--- src/design/fresh_peer_table_core_macros.svh ---
// Assertion macros used by the fresh peer table core.
`ifndef FRESH_PEER_TABLE_CORE_MACROS_SVH
`define FRESH_PEER_TABLE_CORE_MACROS_SVH

// The consequent must hold in the same cycle as the antecedent.
`define FPT_ASSERT_SAME(lbl, ante, cons) \
    lbl: assert property (@(posedge i_clk) disable iff (!i_rst_n) (ante) |-> (cons)) \
        else $error("fresh peer table assertion failed");

// The consequent must hold in the cycle after the antecedent.
`define FPT_ASSERT_NEXT(lbl, ante, cons) \
    lbl: assert property (@(posedge i_clk) disable iff (!i_rst_n) (ante) |=> (cons)) \
        else $error("fresh peer table assertion failed");

`endif

--- src/design/fpt_pkg.sv ---
// Package with the shared widths, constants and types of the fresh peer table.
`timescale 1ns / 1ps
package fpt_pkg;

    localparam int ADDR_W             = 32;
    localparam int PORT_W             = 16;
    localparam int TICK_W             = 32;
    localparam int PEER_SLOTS_DEFAULT = 8;

    localparam logic [TICK_W-1:0] FRESH_WINDOW_RESET = TICK_W'(5000);

    typedef struct packed {
        logic [ADDR_W-1:0] addr;
        logic [PORT_W-1:0] port;
        logic [TICK_W-1:0] seen;
    } t_peer;

endpackage

--- src/design/fpt_cell.sv ---
// One slot of the peer ring: holds an endpoint and hands it to its neighbour on a shift.
`timescale 1ns / 1ps
module fpt_cell
    import fpt_pkg::*;
(
    input  logic  i_clk,
    input  logic  i_rst_n,
    input  logic  i_shift,
    input  t_peer i_d,
    output t_peer o_q
);

    logic [ADDR_W-1:0] r_addr;
    logic [PORT_W-1:0] r_port;
    logic [TICK_W-1:0] r_seen;

    // A zero port marks the slot as empty, so only the port needs clearing.
    always_ff @(posedge i_clk) begin
        if (!i_rst_n) begin
            r_port <= '0;
        end else if (i_shift) begin
            r_port <= i_d.port;
        end
    end

    always_ff @(posedge i_clk) begin
        if (i_shift) begin
            r_addr <= i_d.addr;
            r_seen <= i_d.seen;
        end
    end

    assign o_q.addr = r_addr;
    assign o_q.port = r_port;
    assign o_q.seen = r_seen;

endmodule

--- config.mk ---
export PLATFORM = sky130hd
export DESIGN_NAME = fpt_cell
export DESIGN_NICKNAME = d
export VERILOG_FILES = /design/src/design/fresh_peer_table_core_macros.svh /design/src/design/fpt_pkg.sv /design/src/design/fpt_cell.sv
export SDC_FILE = /design/constraint.sdc
export NUM_CORES = 1
export LEC_CHECK = 0
export ABC_AREA = 1
export BUFFER_PORTS_ARGS = -buffer_cell sky130_fd_sc_hd__buf_4
export CAP_MARGIN = 0
export CORE_ASPECT_RATIO = 0.75
export CORE_MARGIN = 5
export CORE_UTILIZATION = 38
export DETAILED_ROUTE_END_ITERATION = 12
export GPL_TIMING_DRIVEN = 0
export PLACE_DENSITY = 0.8
export SLEW_MARGIN = 10
export SYNTH_ARGS = -nofsm -noshare
export SYNTH_HDL_FRONTEND = slang
export SYNTH_SLANG_ARGS = --single-unit
--- constraint.sdc ---
create_clock -name i_clk -period 0.8 [get_ports i_clk]
set_input_delay 0 -clock i_clk [delete_from_list [all_inputs] [get_ports i_clk]]
set_output_delay 0 -clock i_clk [all_outputs]
set_load 0.05 [all_outputs]
After elaboration in Yosys (flattened, before gate mapping)
Index checks and enable logic that the tools add are counted.
{"block": "totals", "register_bits": 80, "latch_bits": 0, "ram_bits": 0, "mem_bits_ro": 0, "in_bits": 83, "output_inout_bits": 80, "wordCells": 3, "n_memories": 0}
{"block": "op_classes", "n_addsub": 0, "multipliers": 0, "n_div": 0, "order_cmp": 0, "eq_ne": 0, "shift": 0, "muxes": 0, "bitwise": 0, "n_reduce_logical": 0}

Longest topological paths before layout
{"block": "logic_depth", "depth_word": 0, "depth_mapped": 4}

Least setup slack after synthesis
No wires, ideal clock.
{"block": "synth_path", "path_kind": "reg2reg", "start": "register r_port[14] (netlist name)", "end": "register r_port[14]", "setup_ns": 0.062, "t_arrival_ns": 0.802, "path_slack_ns": -0.064, "stages_incl_launch_ff": 3, "n_path_buf": 0, "cell_sequence": "dfxtp_1 -> nor2_1 -> nor2_2"}
{"element": "end signal: assignment", "line": "fpt_cell.sv:22", "text": "r_port <= i_d.port;"}
{"element": "end: declaration", "line": "fpt_cell.sv:14", "text": "logic [PORT_W-1:0] r_port;"}

Worst setup path after layout
{"block": "layout_path", "start": "register r_seen[3]", "end": "output o_q[3] (netlist bit)"}
{"element": "start: declaration", "line": "fpt_cell.sv:15", "text": "logic [TICK_W-1:0] r_seen;"}
{"element": "start signal: assignment", "line": "fpt_cell.sv:29", "text": "r_seen <= i_d.seen;"}
{"element": "end: declaration", "line": "fpt_cell.sv:10", "text": "output t_peer o_q"}
No word-level cell between the ends.

==> reports/qor.csv <==
stage,metric,value,unit
timing,Slew Limit Fails,0,
timing,RSZ-0062 raised after global routing,yes,
clocking,Inserted Clock Buffers,9,
setup_path,Worst setup SP type,register,
power,Max IR drop VDD,1370,µV
setup_path,critical path data required time,0.80,ns
layout,"Design Area, Final",5310,µm²
setup_path,Worst Setup End Kind,output pin,
outcome,outcome,"complete, but fails checks",
global_route,remaining global-route overflow,0,
layout,Nets,503,
clocking,Sink Count,80,
floorplan,die width,105,µm
synthesis,Synth area leaders,"edfxtp_1 (74%), dfxtp_1 (12%), nand2_1 (4.6%)",
floorplan,Ports,163,
setup_path,CP Buf/Inv Count,1,
clocking,CTS tree,built,
drt,initial DRC count,79,
layout,fill cell count,379,
synthesis,Netlist cell types,9,
power,Static Leak,2.36,nW
synthesis,"Seq/Total Area, Yosys",86.4,%
drt,# DRC,0,
floorplan,Core ar.,6730,µm²
synthesis,number of synthesized flops with an enable pin,64,
timing,worst-margin pin slew,0.622,ns
global_route,first-pass GRT wire length,12900,µm
clocking,Clock Latency Late Sink,0.34,ns
synthesis,cell area after synthesis,2600,µm²
setup_path,CP Cell Sequence,buf_6,
place,Post-DP Area,3930,µm²
synthesis,Post-synth ARST share,0,%
place,Final Wtd Congestion,0.728,
timing,fmax,1050,MHz
drt,WL final,8520,µm
synthesis,most frequent cell after synthesis,edfxtp_1,
worst_hold_path,hold_sp,i_shift,
synthesis,Yosys top cell area share,74.0,%
outcome,failing checks,negative setup slack,
setup_path,critical path arrival,0.95,ns
clocking,clock root buffer,clkbuf_8,
timing,Setup WS post-layout,-0.154,ns
setup_path,"Max FO, Critical Path",1,
clocking,maximum root-to-sink buffer count,2,
synthesis,Syn Area/Cell,15.7,µm²
drt,drt via density,4.38,
synthesis,Syn Nets,248,
clocking,H-tree Lvls,3,
setup_path,Top delay family on crit path,flip-flops,
synthesis,top_reg_cell synth,edfxtp_1,
drt,Routed wire per std cell,16.7,µm
timing,Tcrit/Tclk final,119,%
drt,TritonRoute pass-1 iters,4,
timing,Layout Skew,0,ns
synthesis,top post-synthesis cells by count,"edfxtp_1 (64), nand2_1 (32), nor2_1 (29)",
global_route,vias in the first global route,2412,
job,Max Cap Viol,0,
setup_path,Worst path slowest cell,edfxtp_1,
setup_path,R2R Path Start,r_port[9],
layout,Layout area overhead,105,%
synthesis,post-synth top area cell,edfxtp_1,
setup_path,Crit path largest cell delay,0.43,ns
floorplan,Initial Util,38.6,%
place,PortBufs,161,
synthesis,synthesized instance count,165,
setup_path,Setup crit start,r_seen[3],
setup_path,Crit Path Category,reg2out,
global_route,pin count of the biggest net entering global routing,70,
timing,worst hold slack,0.159,ns
power,power density cells,2000,nW/µm²
timing,fin crit period,0.954,ns
synthesis,#FFs+latches synth,80,
synthesis,YS warnings,0,
place,DPL Wire Length,4860,µm
drt,vias,2231,
timing,Slew HR,58.5,%
timing,Final Hold Vio Count,0,
floorplan,num rows,26,
floorplan,die area,8600,µm²
layout,fraction of layout cells with a size suffix above 1,47.4,%
drt,Final ANT Viol Nets,0,
global_route,initial antenna violation count,1,
clocking,Clock transition at path regs,0.08,ns
global_route,GRT Resource Usage Total,20.2,%
floorplan,die height,81.6,µm
timing,Final setup viols,80,
worst_hold_path,hold crit path type,in2reg,
-- registers in the layout, indices dropped and copies added, names as in the netlist --
name and count:
r_addr 32, r_seen 32, r_port 16
-- per-stage QoR --
step,setup TNS [ns],util (%),power (mW),setup slack [ns],cells
after global routing,-11.34,78.9,11.1,-0.198,509
after global placement,-22.15,58.4,7.17,-0.379,410
after floorplan,0,-,6.31,0.0965,165
after detailed placement,-23.96,58.4,7.21,-0.414,410
after CTS,-8.56,78.3,10.7,-0.147,506
final,-7.29,78.9,10.6,-0.154,509
-- where the power goes --
group	switching (mW)	internal (mW)
Sequential	0.186	4.86
Clock	1.41	1.41
Combinational	1.56	1.20
-- area by class of cell --
class | count | area [µm²] | area share [%]
antenna | 1 | 2.50 | 0.0471
clock buffer | 9 | 124 | 2.33
clock inverter | 6 | 60.1 | 1.13
tap | 84 | 105 | 1.98
inverter | 16 | 60.1 | 1.13
sequential | 80 | 2260 | 42.6
timing repair buffer | 244 | 2400 | 45.2
multi-input combinational | 64 | 248 | 4.67
buffer | 5 | 50.0 | 0.943
-- worst paths after layout --
kind,endpoint,slack [ns],cells after the start
worst min register to register,r_port[0],0.49,2
worst max-delay path,o_q[3],-0.15,1
worst min-delay path,r_seen[0],0.16,1
worst max register to register,r_port[9],0.11,3
-- logic make-up (layout without fill, tap and decap cells) --
| family | Yosys count | in the layout | share of synthesized area (%) |
|---|---|---|---|
| flops | 80 | 80 | 86.4 |
| simple gates | 64 | 64 | 9.54 |
| buf+inv | 21 | 280 | 4.10 |
| other cells | 0 | 1 | 0 |
-- layout by cell type (no fill, tap or decap), drive strengths merged --
cell type,count
buf,167
dlygate4sd3,81
edfxtp,64
nand2,32
nor2,32
inv,17
dfxtp,16
clkbuf,10
clkinv,3
diode,1
bufinv,1
clkinvlp,1
-- metal layers --
metal / wire length [µm] / track usage, % / vias up
li1: - / - / 1055
met1: 3010 / 19.7 / 1048
met2: 4640 / 39.5 / 117
met3: 748 / 8.80 / 11
met4: 125 / 5.50 / 0
met5: 0 / 0 / -
-- repair_timing --
item | 4_1_cts | 5_1_grt
gates resized for setup | 93 | 5
hold buffers | 81 | 0
buffers inserted | 0 | 2
gates cloned | 0 | 0
endpoints found under the hold margin | 80 | 0
endpoints found under the setup margin | 94 | 88
Power figures use the tool's default switching activity.
